### config.mk
export PLATFORM = sky130hd
export DESIGN_NAME = adsr_volume_envelope
export DESIGN_NICKNAME = d
export VERILOG_FILES = /design/src/adsr_pkg.sv /design/src/adsr_div.sv /design/src/adsr_seq.sv /design/src/adsr_volume_envelope.sv
export VERILOG_INCLUDE_DIRS = /design/src /design/src/src
export SDC_FILE = /design/constraint.sdc
export NUM_CORES = 1
export LEC_CHECK = 0
export BUFFER_PORTS_ARGS = -buffer_cell sky130_fd_sc_hd__buf_2
export CAP_MARGIN = 5
export CORE_ASPECT_RATIO = 0.6
export CORE_MARGIN = 2
export CORE_UTILIZATION = 60
export DETAILED_ROUTE_END_ITERATION = 7
export PLACE_DENSITY = 0.83
export SLEW_MARGIN = 10
export SYNTH_ARGS = -nofsm -noshare
export SYNTH_HDL_FRONTEND = slang
export SYNTH_SLANG_ARGS = --single-unit
### constraint.sdc
create_clock -name clk -period 3.03 [get_ports clk]
set_input_delay 0.909 -clock clk [delete_from_list [all_inputs] [get_ports clk]]
set_output_delay 0.909 -clock clk [all_outputs]
set_load 0.01 [all_outputs]
### src/assert_macros.svh
// assertion macros shared by the envelope rtl
// no dependencies; modules that check themselves include this file
`ifndef ASSERT_MACROS_SVH
`define ASSERT_MACROS_SVH
`ifndef SYNTH
// property must hold at every clock edge out of reset
`define ASSERT_CLK(lbl, prop, msg) \
  lbl: assert property (@(posedge clk) disable iff (!rst_n) (prop)) else $error(msg);
// condition must never be seen out of reset
`define ASSERT_NEVER(lbl, cond, msg) \
  lbl: assert property (@(posedge clk) disable iff (!rst_n) !(cond)) else $error(msg);
`else
`define ASSERT_CLK(lbl, prop, msg)
`define ASSERT_NEVER(lbl, cond, msg)
`endif
`endif

### src/adsr_pkg.sv
// shared constants, codes and bundle types of the adsr volume envelope
// no dependencies
package adsr_pkg;

  localparam int FRACTION_BITS = 10;
  localparam int VOICE_COUNT   = 16;

  localparam int LEVEL_W    = 16;
  localparam int VOICE_W    = 4;
  localparam int FREQ_W     = 16;
  localparam int PEAK_W     = 6;
  localparam int WAVE_W     = 2;
  localparam int PW_W       = 6;
  localparam int BYTE_W     = 8;
  localparam int CFG_W      = 8;
  localparam int CFG_ADDR_W = 2;
  localparam int REG_IDX_W  = 2;
  localparam int DIVISOR_W  = CFG_W + 1;
  localparam int DIV_CNT_W  = $clog2(LEVEL_W);

  localparam int IN_FIELDS_W = VOICE_W + FREQ_W + PEAK_W + WAVE_W + PW_W;
  localparam int IN_TDATA_W  = ((IN_FIELDS_W + 7) / 8) * 8;
  localparam int OUT_TDATA_W = ((VOICE_W + BYTE_W + 7) / 8) * 8;

  // input item kinds
  localparam logic OP_START = 1'b0;
  localparam logic OP_TICK  = 1'b1;

  // voice register indexes
  localparam logic [REG_IDX_W-1:0] REG_FREQ_LO = 2'd0;
  localparam logic [REG_IDX_W-1:0] REG_FREQ_HI = 2'd1;
  localparam logic [REG_IDX_W-1:0] REG_VOLUME  = 2'd2;
  localparam logic [REG_IDX_W-1:0] REG_WAVE    = 2'd3;

  // configuration register indexes
  localparam logic [CFG_ADDR_W-1:0] CFG_ATTACK  = 2'd0;
  localparam logic [CFG_ADDR_W-1:0] CFG_DECAY   = 2'd1;
  localparam logic [CFG_ADDR_W-1:0] CFG_SUSTAIN = 2'd2;
  localparam logic [CFG_ADDR_W-1:0] CFG_RELEASE = 2'd3;

  localparam logic [CFG_W-1:0] ATTACK_RESET  = 8'd0;
  localparam logic [CFG_W-1:0] DECAY_RESET   = 8'd10;
  localparam logic [CFG_W-1:0] SUSTAIN_RESET = 8'd0;
  localparam logic [CFG_W-1:0] RELEASE_RESET = 8'd10;

  typedef struct packed {
    logic [CFG_W-1:0] attack;
    logic [CFG_W-1:0] decay;
    logic [CFG_W-1:0] sustain;
    logic [CFG_W-1:0] release_len;
  } cfg_t;

  typedef struct packed {
    logic                 start;
    logic [LEVEL_W-1:0]   dividend;
    logic [DIVISOR_W-1:0] divisor;
  } div_req_t;

  typedef struct packed {
    logic               busy;
    logic               done;
    logic [LEVEL_W-1:0] quot;
  } div_rsp_t;

endpackage

### src/adsr_div.sv
// shared radix-2 restoring divider, one quotient bit per cycle
// depends on adsr_pkg and assert_macros.svh
`include "assert_macros.svh"

module adsr_div (
  input  logic              clk,
  input  logic              rst_n,
  input  adsr_pkg::div_req_t req,
  output adsr_pkg::div_rsp_t rsp
);

  logic                           busy_r, busy_nxt;
  logic                           done_r, done_nxt;
  logic [adsr_pkg::DIV_CNT_W-1:0] cnt_r, cnt_nxt;
  logic [adsr_pkg::DIVISOR_W-1:0] rem_r, rem_nxt;
  logic [adsr_pkg::DIVISOR_W-1:0] dvs_r, dvs_nxt;
  logic [adsr_pkg::LEVEL_W-1:0]   quot_r, quot_nxt;

  logic [adsr_pkg::DIVISOR_W:0] trial;
  logic [adsr_pkg::DIVISOR_W:0] diff;
  logic                         fits;

  // remainder stays below the divisor, so the shifted trial fits back after subtract
  assign trial = {rem_r, quot_r[adsr_pkg::LEVEL_W-1]};
  assign diff  = trial - {1'b0, dvs_r};
  assign fits  = trial >= {1'b0, dvs_r};

  always_comb begin
    busy_nxt = busy_r;
    done_nxt = 1'b0;
    cnt_nxt  = cnt_r;
    rem_nxt  = rem_r;
    dvs_nxt  = dvs_r;
    quot_nxt = quot_r;
    if (req.start && !busy_r) begin
      busy_nxt = 1'b1;
      cnt_nxt  = adsr_pkg::DIV_CNT_W'(adsr_pkg::LEVEL_W - 1);
      rem_nxt  = '0;
      dvs_nxt  = req.divisor;
      quot_nxt = req.dividend;
    end else if (busy_r) begin
      rem_nxt  = fits ? diff[adsr_pkg::DIVISOR_W-1:0] : trial[adsr_pkg::DIVISOR_W-1:0];
      quot_nxt = {quot_r[adsr_pkg::LEVEL_W-2:0], fits};
      if (cnt_r == '0) begin
        busy_nxt = 1'b0;
        done_nxt = 1'b1;
      end else begin
        cnt_nxt = cnt_r - 1'b1;
      end
    end
  end

  always_ff @(posedge clk) begin
    if (!rst_n) begin
      busy_r <= 1'b0;
      done_r <= 1'b0;
      cnt_r  <= '0;
    end else begin
      busy_r <= busy_nxt;
      done_r <= done_nxt;
      cnt_r  <= cnt_nxt;
    end
    rem_r  <= rem_nxt;
    dvs_r  <= dvs_nxt;
    quot_r <= quot_nxt;
  end

  assign rsp.busy = busy_r;
  assign rsp.done = done_r;
  assign rsp.quot = quot_r;

  `ASSERT_CLK(a_div_latency, req.start && !busy_r |-> ##(adsr_pkg::LEVEL_W + 1) done_r, "divider did not finish on time")
  `ASSERT_NEVER(a_done_while_busy, done_r && busy_r, "divider done while still iterating")

endmodule

### src/adsr_seq.sv
// envelope sequencer: phase state, level arithmetic and the result register
// depends on adsr_pkg and assert_macros.svh, drives the shared divider
`include "assert_macros.svh"

module adsr_seq (
  input  logic                              clk,
  input  logic                              rst_n,
  input  adsr_pkg::cfg_t                    cfg,
  input  logic                              in_valid,
  output logic                              in_ready,
  input  logic                              in_op,
  input  logic [adsr_pkg::VOICE_W-1:0]      in_voice,
  input  logic [adsr_pkg::FREQ_W-1:0]       in_freq,
  input  logic [adsr_pkg::PEAK_W-1:0]       in_peak,
  input  logic [adsr_pkg::WAVE_W-1:0]       in_wave,
  input  logic [adsr_pkg::PW_W-1:0]         in_pw,
  output logic                              out_valid,
  input  logic                              out_ready,
  output logic [adsr_pkg::VOICE_W-1:0]      out_voice,
  output logic [adsr_pkg::REG_IDX_W-1:0]    out_reg,
  output logic [adsr_pkg::BYTE_W-1:0]       out_data,
  output logic                              out_last,
  output adsr_pkg::div_req_t                div_req,
  input  adsr_pkg::div_rsp_t                div_rsp
);

  typedef enum logic [1:0] {S_IDLE, S_DIV, S_EMIT} state_t;
  typedef enum logic [2:0] {
    PH_IDLE    = 3'd0,
    PH_ATTACK  = 3'd1,
    PH_DECAY   = 3'd2,
    PH_SUSTAIN = 3'd3,
    PH_RELEASE = 3'd4
  } phase_t;
  typedef enum logic [1:0] {ACT_START, ACT_DECAY, ACT_RELEASE} act_t;

  localparam logic [2:0] EMIT_FIRST = 3'd0;
  localparam logic [2:0] EMIT_VOL   = 3'd4;
  localparam logic [adsr_pkg::VOICE_W:0] VOICE_LIMIT =
    (adsr_pkg::VOICE_W + 1)'(adsr_pkg::VOICE_COUNT);
  localparam int LW = adsr_pkg::LEVEL_W;
  localparam int SW = adsr_pkg::CFG_W;

  state_t                        state_r, state_nxt;
  phase_t                        phase_r, phase_nxt;
  act_t                          act_r, act_nxt;
  logic [SW-1:0]                 steps_r, steps_nxt;
  logic [LW-1:0]                 level_r, level_nxt;
  logic [LW-1:0]                 step_r, step_nxt;
  logic [LW-1:0]                 half_r, half_nxt;
  logic [adsr_pkg::VOICE_W-1:0]  voice_r, voice_nxt;
  logic [adsr_pkg::FREQ_W-1:0]   freq_r, freq_nxt;
  logic [adsr_pkg::WAVE_W-1:0]   wave_r, wave_nxt;
  logic [adsr_pkg::PW_W-1:0]     pw_r, pw_nxt;
  logic [2:0]                    idx_r, idx_nxt;
  adsr_pkg::div_req_t            div_req_r, div_req_nxt;
  logic                          out_valid_r, out_valid_nxt;
  logic [adsr_pkg::REG_IDX_W-1:0] out_reg_r, out_reg_nxt;
  logic [adsr_pkg::BYTE_W-1:0]   out_data_r, out_data_nxt;
  logic                          out_last_r, out_last_nxt;
  logic [adsr_pkg::VOICE_W-1:0]  out_voice_r, out_voice_nxt;

  logic [LW:0]                   sum;
  logic [LW-1:0]                 level_sat;
  logic [LW-1:0]                 lowered;
  logic [LW-1:0]                 lowered_q;
  logic [LW-1:0]                 peak_ext;
  logic [SW-1:0]                 steps_dec;
  logic [adsr_pkg::BYTE_W-1:0]   vol_byte;
  logic [adsr_pkg::REG_IDX_W-1:0] item_reg;
  logic [adsr_pkg::BYTE_W-1:0]   item_data;

  assign sum       = {1'b0, level_r} + {1'b0, step_r};
  assign level_sat = sum[LW] ? {LW{1'b1}} : sum[LW-1:0];
  assign lowered   = (level_r > step_r) ? (level_r - step_r) : '0;
  assign lowered_q = (level_r > div_rsp.quot) ? (level_r - div_rsp.quot) : '0;
  assign peak_ext  = LW'(in_peak);
  assign steps_dec = (steps_r != '0) ? (steps_r - 1'b1) : '0;
  // volume command byte: tag in the top two bits, integer part of the level below
  assign vol_byte  = {2'b11, level_r[adsr_pkg::FRACTION_BITS +: 6]};

  always_comb begin
    case (idx_r)
      3'd0: begin
        item_reg  = adsr_pkg::REG_FREQ_LO;
        item_data = freq_r[7:0];
      end
      3'd1: begin
        item_reg  = adsr_pkg::REG_FREQ_HI;
        item_data = freq_r[15:8];
      end
      3'd2: begin
        item_reg  = adsr_pkg::REG_VOLUME;
        item_data = {2'b11, 6'd0};
      end
      3'd3: begin
        item_reg  = adsr_pkg::REG_WAVE;
        item_data = {wave_r, pw_r};
      end
      default: begin
        item_reg  = adsr_pkg::REG_VOLUME;
        item_data = vol_byte;
      end
    endcase
  end

  always_comb begin
    state_nxt     = state_r;
    phase_nxt     = phase_r;
    act_nxt       = act_r;
    steps_nxt     = steps_r;
    level_nxt     = level_r;
    step_nxt      = step_r;
    half_nxt      = half_r;
    voice_nxt     = voice_r;
    freq_nxt      = freq_r;
    wave_nxt      = wave_r;
    pw_nxt        = pw_r;
    idx_nxt       = idx_r;
    div_req_nxt   = div_req_r;
    div_req_nxt.start = 1'b0;
    out_valid_nxt = out_valid_r && !out_ready;
    out_reg_nxt   = out_reg_r;
    out_data_nxt  = out_data_r;
    out_last_nxt  = out_last_r;
    out_voice_nxt = out_voice_r;
    case (state_r)
      S_IDLE: begin
        if (in_valid) begin
          if (in_op == adsr_pkg::OP_START) begin
            if ({1'b0, in_voice} < VOICE_LIMIT) begin
              voice_nxt            = in_voice;
              freq_nxt             = in_freq;
              wave_nxt             = in_wave;
              pw_nxt               = in_pw;
              half_nxt             = peak_ext << (adsr_pkg::FRACTION_BITS - 1);
              div_req_nxt.start    = 1'b1;
              div_req_nxt.dividend = peak_ext << adsr_pkg::FRACTION_BITS;
              div_req_nxt.divisor  = {1'b0, cfg.attack} + 1'b1;
              act_nxt              = ACT_START;
              state_nxt            = S_DIV;
            end
          end else begin
            case (phase_r)
              PH_ATTACK: begin
                if (steps_r != '0) begin
                  steps_nxt = steps_r - 1'b1;
                  level_nxt = level_sat;
                  idx_nxt   = EMIT_VOL;
                  state_nxt = S_EMIT;
                end else begin
                  div_req_nxt.start    = 1'b1;
                  div_req_nxt.dividend = half_r;
                  div_req_nxt.divisor  = {1'b0, cfg.decay} + 1'b1;
                  act_nxt              = ACT_DECAY;
                  state_nxt            = S_DIV;
                end
              end
              PH_DECAY: begin
                if (steps_r != '0) begin
                  steps_nxt = steps_r - 1'b1;
                  level_nxt = lowered;
                  idx_nxt   = EMIT_VOL;
                  state_nxt = S_EMIT;
                end else if (cfg.sustain != '0) begin
                  phase_nxt = PH_SUSTAIN;
                  steps_nxt = cfg.sustain - 1'b1;
                end else begin
                  div_req_nxt.start    = 1'b1;
                  div_req_nxt.dividend = half_r;
                  div_req_nxt.divisor  = {1'b0, cfg.release_len} + 1'b1;
                  act_nxt              = ACT_RELEASE;
                  state_nxt            = S_DIV;
                end
              end
              PH_SUSTAIN: begin
                if (steps_r != '0) begin
                  steps_nxt = steps_r - 1'b1;
                end else begin
                  div_req_nxt.start    = 1'b1;
                  div_req_nxt.dividend = half_r;
                  div_req_nxt.divisor  = {1'b0, cfg.release_len} + 1'b1;
                  act_nxt              = ACT_RELEASE;
                  state_nxt            = S_DIV;
                end
              end
              PH_RELEASE: begin
                steps_nxt = steps_dec;
                if (steps_dec == '0) begin
                  level_nxt = '0;
                  phase_nxt = PH_IDLE;
                end else begin
                  level_nxt = lowered;
                end
                idx_nxt   = EMIT_VOL;
                state_nxt = S_EMIT;
              end
              default: begin
              end
            endcase
          end
        end
      end
      S_DIV: begin
        if (div_rsp.done) begin
          step_nxt  = div_rsp.quot;
          state_nxt = S_EMIT;
          idx_nxt   = EMIT_VOL;
          case (act_r)
            ACT_START: begin
              level_nxt = div_rsp.quot;
              steps_nxt = cfg.attack;
              phase_nxt = PH_ATTACK;
              idx_nxt   = EMIT_FIRST;
            end
            ACT_DECAY: begin
              level_nxt = lowered_q;
              steps_nxt = cfg.decay;
              phase_nxt = PH_DECAY;
            end
            ACT_RELEASE: begin
              steps_nxt = cfg.release_len;
              if (cfg.release_len == '0) begin
                level_nxt = '0;
                phase_nxt = PH_IDLE;
              end else begin
                level_nxt = lowered_q;
                phase_nxt = PH_RELEASE;
              end
            end
            default: state_nxt = S_IDLE;
          endcase
        end
      end
      S_EMIT: begin
        if (!out_valid_r || out_ready) begin
          out_valid_nxt = 1'b1;
          out_voice_nxt = voice_r;
          out_reg_nxt   = item_reg;
          out_data_nxt  = item_data;
          out_last_nxt  = (idx_r == EMIT_VOL);
          if (idx_r == EMIT_VOL) begin
            state_nxt = S_IDLE;
          end else begin
            idx_nxt = idx_r + 1'b1;
          end
        end
      end
      default: state_nxt = S_IDLE;
    endcase
  end

  always_ff @(posedge clk) begin
    if (!rst_n) begin
      state_r           <= S_IDLE;
      phase_r           <= PH_IDLE;
      act_r             <= ACT_START;
      steps_r           <= '0;
      level_r           <= '0;
      step_r            <= '0;
      half_r            <= '0;
      voice_r           <= '0;
      idx_r             <= EMIT_FIRST;
      div_req_r.start   <= 1'b0;
      out_valid_r       <= 1'b0;
    end else begin
      state_r           <= state_nxt;
      phase_r           <= phase_nxt;
      act_r             <= act_nxt;
      steps_r           <= steps_nxt;
      level_r           <= level_nxt;
      step_r            <= step_nxt;
      half_r            <= half_nxt;
      voice_r           <= voice_nxt;
      idx_r             <= idx_nxt;
      div_req_r.start   <= div_req_nxt.start;
      out_valid_r       <= out_valid_nxt;
    end
    freq_r             <= freq_nxt;
    wave_r             <= wave_nxt;
    pw_r               <= pw_nxt;
    div_req_r.dividend <= div_req_nxt.dividend;
    div_req_r.divisor  <= div_req_nxt.divisor;
    out_voice_r        <= out_voice_nxt;
    out_reg_r          <= out_reg_nxt;
    out_data_r         <= out_data_nxt;
    out_last_r         <= out_last_nxt;
  end

  assign in_ready  = (state_r == S_IDLE);
  assign div_req   = div_req_r;
  assign out_valid = out_valid_r;
  assign out_voice = out_voice_r;
  assign out_reg   = out_reg_r;
  assign out_data  = out_data_r;
  assign out_last  = out_last_r;

  `ASSERT_CLK(a_done_in_div, div_rsp.done |-> state_r == S_DIV, "divider result outside wait state")
  `ASSERT_CLK(a_last_is_volume, out_valid_r && out_last_r |-> out_reg_r == adsr_pkg::REG_VOLUME, "final transfer is not a volume write")
  `ASSERT_CLK(a_idle_silent, phase_r == PH_IDLE |-> level_r == '0, "level nonzero with no note running")
  `ASSERT_NEVER(a_ready_while_dividing, in_ready && (div_rsp.busy || div_req_r.start), "input ready while divider works")

endmodule

### src/adsr_volume_envelope.sv
// top level of the adsr volume envelope: configuration registers and stream packing
// depends on adsr_pkg, adsr_div and adsr_seq
//
// usage
//   in channel: in_tuser selects the item kind (start note or timer tick), in_tdata
//   carries the note fields. a start emits five register writes for the voice:
//   frequency low, frequency high, volume zero, wave, then the first attack volume.
//   a tick emits at most one volume write; sustain ticks and ticks with no note emit
//   nothing. out_tlast marks the final write caused by an input item.
//   cfg channel: one write per transfer, index 0 attack, 1 decay, 2 sustain,
//   3 release; always ready; the user must write it only while the block is idle,
//   as the block itself enforces no such rule.
// sequencing
//   a start or a phase-changing tick runs a 16-step serial divide on the shared
//   divider, and its first result enters the output register once the quotient is
//   back; a plain tick goes straight to the emit state and loads its result from
//   there. in_tready is low from the accepting transfer until the last result sits
//   in the output register; the next item may be taken while that result waits.
// reset and stall: synchronous active-low reset returns the block to idle with
//   level zero and the default step counts; a stalled receiver holds the output
//   register and the sequencer waits, nothing is dropped
module adsr_volume_envelope (
  input  logic                               clk,
  input  logic                               rst_n,
  // input channel
  input  logic                               in_tvalid,
  output logic                               in_tready,
  // voice_sel, frequency, peak_volume, waveform, pulse_width, zero fill
  input  logic [adsr_pkg::IN_TDATA_W-1:0]    in_tdata,
  // op
  input  logic                               in_tuser,
  // result channel
  output logic                               out_tvalid,
  input  logic                               out_tready,
  // voice_out, data, zero fill
  output logic [adsr_pkg::OUT_TDATA_W-1:0]   out_tdata,
  // reg_index
  output logic [adsr_pkg::REG_IDX_W-1:0]     out_tuser,
  output logic                               out_tlast,
  // configuration channel
  input  logic                               cfg_valid,
  output logic                               cfg_ready,
  input  logic [adsr_pkg::CFG_ADDR_W-1:0]    cfg_addr,
  input  logic [adsr_pkg::CFG_W-1:0]         cfg_data
);

  adsr_pkg::cfg_t     cfg_r, cfg_nxt;
  adsr_pkg::div_req_t div_req;
  adsr_pkg::div_rsp_t div_rsp;

  logic [adsr_pkg::VOICE_W-1:0] out_voice;
  logic [adsr_pkg::BYTE_W-1:0]  out_data;

  // field unpacking, lowest field first
  localparam int VS_LO = 0;
  localparam int FQ_LO = VS_LO + adsr_pkg::VOICE_W;
  localparam int PK_LO = FQ_LO + adsr_pkg::FREQ_W;
  localparam int WV_LO = PK_LO + adsr_pkg::PEAK_W;
  localparam int PW_LO = WV_LO + adsr_pkg::WAVE_W;

  // register file is always writable
  assign cfg_ready = 1'b1;

  always_comb begin
    cfg_nxt = cfg_r;
    if (cfg_valid) begin
      case (cfg_addr)
        adsr_pkg::CFG_ATTACK:  cfg_nxt.attack      = cfg_data;
        adsr_pkg::CFG_DECAY:   cfg_nxt.decay       = cfg_data;
        adsr_pkg::CFG_SUSTAIN: cfg_nxt.sustain     = cfg_data;
        adsr_pkg::CFG_RELEASE: cfg_nxt.release_len = cfg_data;
        default: begin
        end
      endcase
    end
  end

  always_ff @(posedge clk) begin
    if (!rst_n) begin
      cfg_r.attack      <= adsr_pkg::ATTACK_RESET;
      cfg_r.decay       <= adsr_pkg::DECAY_RESET;
      cfg_r.sustain     <= adsr_pkg::SUSTAIN_RESET;
      cfg_r.release_len <= adsr_pkg::RELEASE_RESET;
    end else begin
      cfg_r <= cfg_nxt;
    end
  end

  // shared serial divider for the per-phase step sizes
  adsr_div u_div (
    .clk (clk),
    .rst_n (rst_n),
    .req (div_req),
    .rsp (div_rsp)
  );

  // phase sequencer with the result register
  adsr_seq u_seq (
    .clk       (clk),
    .rst_n     (rst_n),
    .cfg       (cfg_r),
    .in_valid  (in_tvalid),
    .in_ready  (in_tready),
    .in_op     (in_tuser),
    .in_voice  (in_tdata[VS_LO +: adsr_pkg::VOICE_W]),
    .in_freq   (in_tdata[FQ_LO +: adsr_pkg::FREQ_W]),
    .in_peak   (in_tdata[PK_LO +: adsr_pkg::PEAK_W]),
    .in_wave   (in_tdata[WV_LO +: adsr_pkg::WAVE_W]),
    .in_pw     (in_tdata[PW_LO +: adsr_pkg::PW_W]),
    .out_valid (out_tvalid),
    .out_ready (out_tready),
    .out_voice (out_voice),
    .out_reg   (out_tuser),
    .out_data  (out_data),
    .out_last  (out_tlast),
    .div_req   (div_req),
    .div_rsp   (div_rsp)
  );

  // result packing: voice in the low nibble, register byte above, zero fill on top
  assign out_tdata = adsr_pkg::OUT_TDATA_W'({out_data, out_voice});

endmodule

==> reports/summary.log <==
qor: logic_synthesis.synthMostInstantiatedCell sky130_fd_sc_hd__nand2_1
qor: placement.place_congestion 0.972
qor: logic_synthesis.seq_area_frac_synth 39.3%
qor: global_route.grt.overflow.total 0
qor: global_route.largest_net_degree_at_the_start_of_global_routing 39
qor: die.dieArea 20600 um^2
qor: worst_setup_path.crit_path_top_delay_cell sky130_fd_sc_hd__a21oi_1
qor: sta.maxSlewHeadroom 48.0%
qor: pwr.switching_part_of_the_total_power 44.0%
qor: pwr.cell_internal_pwr 7.06 mW
qor: logic_synthesis.synth_enable_flop_cells 80
qor: sta.setup-tns-final 0 ns
qor: clocking.ctsHoldBuffers 0
qor: sta.fin_crit_sh 95.8%
qor: logic_synthesis.syn-instance-count 1327
qor: logic_synthesis.synth.top_cell.area_share 20.6%
qor: worst_setup_path.worstPathCellList inv_1, ha_1, a21oi_1, nor3b_1, a21oi_1, a21oi_1, a31oi_1, xor2_1, a221oi_1, a21oi_1
qor: logic_synthesis.netlist.top_cell.by_area sky130_fd_sc_hd__edfxtp_1
qor: worst_setup_path.timing.reg2reg.worst_path_depth 10
qor: worst_setup_path.critical_path.endpoint_type flip-flop
qor: routing.drc_errors 9
qor: worst_setup_path.worst_path_dominant_cell_family compound AO/OA/AOI/OAI gates
qor: layout.largest_register_ffs 32
qor: clocking.clk-insertion-delay-late 0.45 ns
qor: logic_synthesis.netlist-cell-type-count 81
qor: pwr.worst_ir_drop_vdd 0.659 mV
qor: global_route.initial_antenna_violation_count 0
qor: clocking.tritoncts_clock_tree built
qor: global_route.grt_pass1_wl 49800 um
qor: sta.final-setup-viol-count 0
qor: sta.postLayoutSetupSlackWorst 0.126 ns
qor: routing.route.vias.total 10300
qor: outcome.outcome finished, violations left
qor: sta.max_freq 0.344 GHz
qor: pwr.power.sequential.fraction 29.2%
qor: clocking.h-tree-depth 4
qor: global_route.grt_util_met3 8.83%
qor: worst_setup_path.cp_data_required_time 3.37 ns
qor: worst_setup_path.cp.buffers_inverters 1
qor: worst_setup_path.critical_path.startpoint u_div.quot_r[5]$_SDFFCE_PP0P_
qor: worst_setup_path.reg2reg_to u_seq.level_r[14]$_SDFFE_PN0P_
qor: layout.nFillCells 1469
qor: sta.worst_clock_skew 0.0169 ns
qor: sta.max_slew.worst_pin.slew 0.778 ns
qor: logic_synthesis.postSynthRegisterBits 189
qor: layout.antenna_cells_inserted 0
qor: global_route.globalRouteTotalUtil 30.8%
qor: worst_setup_path.worstPathArrival 3.24 ns
qor: clocking.cts-buffers-inserted 17
qor: pwr.netSwitchingPower 5.55 mW
qor: logic_synthesis.post_synth_most_frequent_cells sky130_fd_sc_hd__nand2_1, sky130_fd_sc_hd__nor2_1, sky130_fd_sc_hd__a21oi_1
qor: routing.antenna_left 0
qor: layout.top_register cfg_r
qor: flow_run.max-cap-violations 0
qor: global_route.global_route.usage.met1 47.5%
qor: routing.dr.first_iter.drc_count 1302
qor: logic_synthesis.ys_dominant_reg_cell sky130_fd_sc_hd__dfxtp_1
qor: global_route.grt_busiest_layer met1
qor: worst_setup_path.crit_path_frequent_cell sky130_fd_sc_hd__a21oi_1
qor: placement.numPortBuffers 66
qor: global_route.groute.layer.met2.usage 42.9%
qor: clocking.clkSlewWorstSetupHoldPaths 0.08 ns
qor: pwr.p_leak 5.40 nW
qor: hold_path.holdCritStartpoint u_seq.div_req[2]$_DFFE_PP_
qor: worst_setup_path.setup.worst_path.class flip-flop to flip-flop
qor: logic_synthesis.yosys-top-cells-area sky130_fd_sc_hd__edfxtp_1, sky130_fd_sc_hd__dfxtp_1, sky130_fd_sc_hd__ha_1
qor: routing.dr.pass1.iters 8
qor: die.floorplan.die.width 184 um
qor: logic_synthesis.post_synthesis_average_cell_area 8.78 um^2
qor: worst_setup_path.regToRegSetupSlack 0.13 ns
qor: sta.unrepaired_setup_endpoints_after_global_routing no
qor: placement.dp_hpwl 23300 um
qor: worst_setup_path.worstReg2RegStart u_div.quot_r[5]$_SDFFCE_PP0P_
qor: worst_setup_path.worst_setup_path_start_kind flip-flop
qor: clocking.clk_path_buf_depth 2
qor: clocking.clock_sink_count 189
qor: clocking.clk_root_buffer_cell sky130_fd_sc_hd__clkbuf_16
qor: layout.layout-area-overhead-vs-synth 10.9%
qor: worst_setup_path.cp_slowest_stage_delay 0.48 ns
qor: pwr.powerDensity 976 nW/um^2
qor: die.initial_utilization 61.2%
qor: layout.nets 1518
qor: routing.totalWireLength 31000 um
qor: placement.preCtsSetupSlack 0.0925 ns
qor: die.placeableCoreArea 19000 um^2
qor: die.die_h 112 um
qor: hold_path.timing.hold.worst_endpoint u_div.dvs_r[2]$_DFFE_PP_
qor: routing.wire_per_inst 18.9 um
qor: logic_synthesis.ys_async_sr_fraction 0%
qor: pwr.comb_power_share 52.9%
qor: layout.postLayoutCoreUtil 67.9%
qor: pwr.power_frac_clock 17.9%
qor: die.num_rows 39
qor: worst_setup_path.critical_path.max_fanout 5
qor: layout.drive_above_1_share 12.1%
qor: routing.drt-vias-per-instance 6.30
qor: hold_path.worstHoldPathType flip-flop to flip-flop
qor: logic_synthesis.post_synth_instance_area 11700 um^2
qor: sta.report.final.hold_viol_count 0
qor: hold_path.worstHoldPathCells 0
qor: sta.report.final.slew_viol_count 0
qor: outcome.failed_checks design-rule violations
qor: global_route.first_global_vias 9582
qor: sta.post-route-min-period 2.90 ns
qor: die.pin_count 78
qor: logic_synthesis.number_of_warnings_reported_in_the_yosys_synthesis_log 0
per-layer routing:
| layer | part of all wire, % | vias to the layer above |
|---|---|---|
| li1 | - | 4860 |
| met1 | 46 | 4869 |
| met2 | 40 | 560 |
| met3 | 13 | 41 |
| met4 | 1.2 | 0 |
| met5 | 0 | - |
logic make-up (layout without fill, tap and decap cells):
group                    count (synthesis)  in the layout  share of synthesized area, %
multiplexers                            39             39                          3.43
AND/OR/NAND/NOR                        431            431                          17.6
other                                    2              5                        0.0645
XOR/XNOR                                64             64                          4.81
AO/OA/AOI/OAI                          356            356                          20.0
buffers and inverters                  165            229                          5.84
flip-flops                             189            189                          39.3
adder cells (fa/ha/maj)                 81             81                          8.96
how the worst max path moves through the flow:
| stage | end | slack (ns) | cells after the start |
|---|---|---|---|
| finish | u_seq.level_r[14]$_SDFFE_PN0P_ | 0.13 | 10 |
| global route | u_seq.level_r[0]$_SDFFE_PN0P_ | 0.02 | 11 |
| CTS | u_seq.level_r[11]$_SDFFE_PN0P_ | 0.08 | 11 |
| detailed placement | u_seq.level_r[11]$_SDFFE_PN0P_ | 0.09 | 11 |
| global placement | u_seq.level_r[9]$_SDFFE_PN0P_ | 0.15 | 10 |
| floorplan | u_seq.freq_r[0]$_DFFE_PP_ | 0.38 | 7 |
per-stage QoR:
stage                     instance area [um^2]  hold slack [ns]  total power, mW  instances
after floorplan                          11700            0.400             8.36       1330
after global placement                   12300            0.402             9.85       1606
after detailed placement                 12300            0.405             10.0       1606
after CTS                                12900            0.422             12.4       1638
after global routing                     12900            0.425             13.4       1640
final                                    12900            0.421             12.6       1640
cell type report:
class | instances | area [um^2] | share of cell area, %
clock buffers | 19 | 458 | 3.54
clock inverters | 13 | 141 | 1.09
inverters | 95 | 357 | 2.76
multi-input cells | 976 | 6450 | 49.9
flip-flops and latches | 189 | 4580 | 35.5
well taps | 246 | 308 | 2.38
repair buffers | 102 | 626 | 4.84
timing repair:
item	in CTS	in global routing
setup buffers	0	2
endpoints found under the setup margin	0	21
resized for setup	0	9
power groups by stage:
stage	Sequential [mW]	Combinational [mW]	Clock, mW
after floorplan	3.56	4.80	0
after detailed placement	3.70	6.33	0
final	3.68	6.67	2.26
after CTS	3.65	6.41	2.29
after global routing	3.73	7.25	2.38
after global placement	3.68	6.17	0
layout by cell type (no fill, tap or decap), types with 14 or more instances in the layout:
master                      Yosys  routed
sky130_fd_sc_hd__o21ai_0       67      67
sky130_fd_sc_hd__a21o_1        17      17
sky130_fd_sc_hd__a221oi_1      15      14
sky130_fd_sc_hd__buf_2         11      66
sky130_fd_sc_hd__dfxtp_1      109     109
sky130_fd_sc_hd__ha_1          77      76
sky130_fd_sc_hd__nor2b_1       15      14
sky130_fd_sc_hd__nand2_1      140     140
sky130_fd_sc_hd__a21oi_1      119     118
sky130_fd_sc_hd__nand3_1       31      31
sky130_fd_sc_hd__nor2_1       125     124
sky130_fd_sc_hd__xor2_1        28      28
sky130_fd_sc_hd__edfxtp_1      80      80
sky130_fd_sc_hd__buf_4          6      34
sky130_fd_sc_hd__xnor2_1       36      36
sky130_fd_sc_hd__inv_1         92      92
sky130_fd_sc_hd__clkbuf_16      0      18
sky130_fd_sc_hd__mux2i_1       32      32
sky130_fd_sc_hd__nand2b_1      19      18
sky130_fd_sc_hd__nor3_1        30      30
No activity file was read; power rests on OpenSTA's default activity.
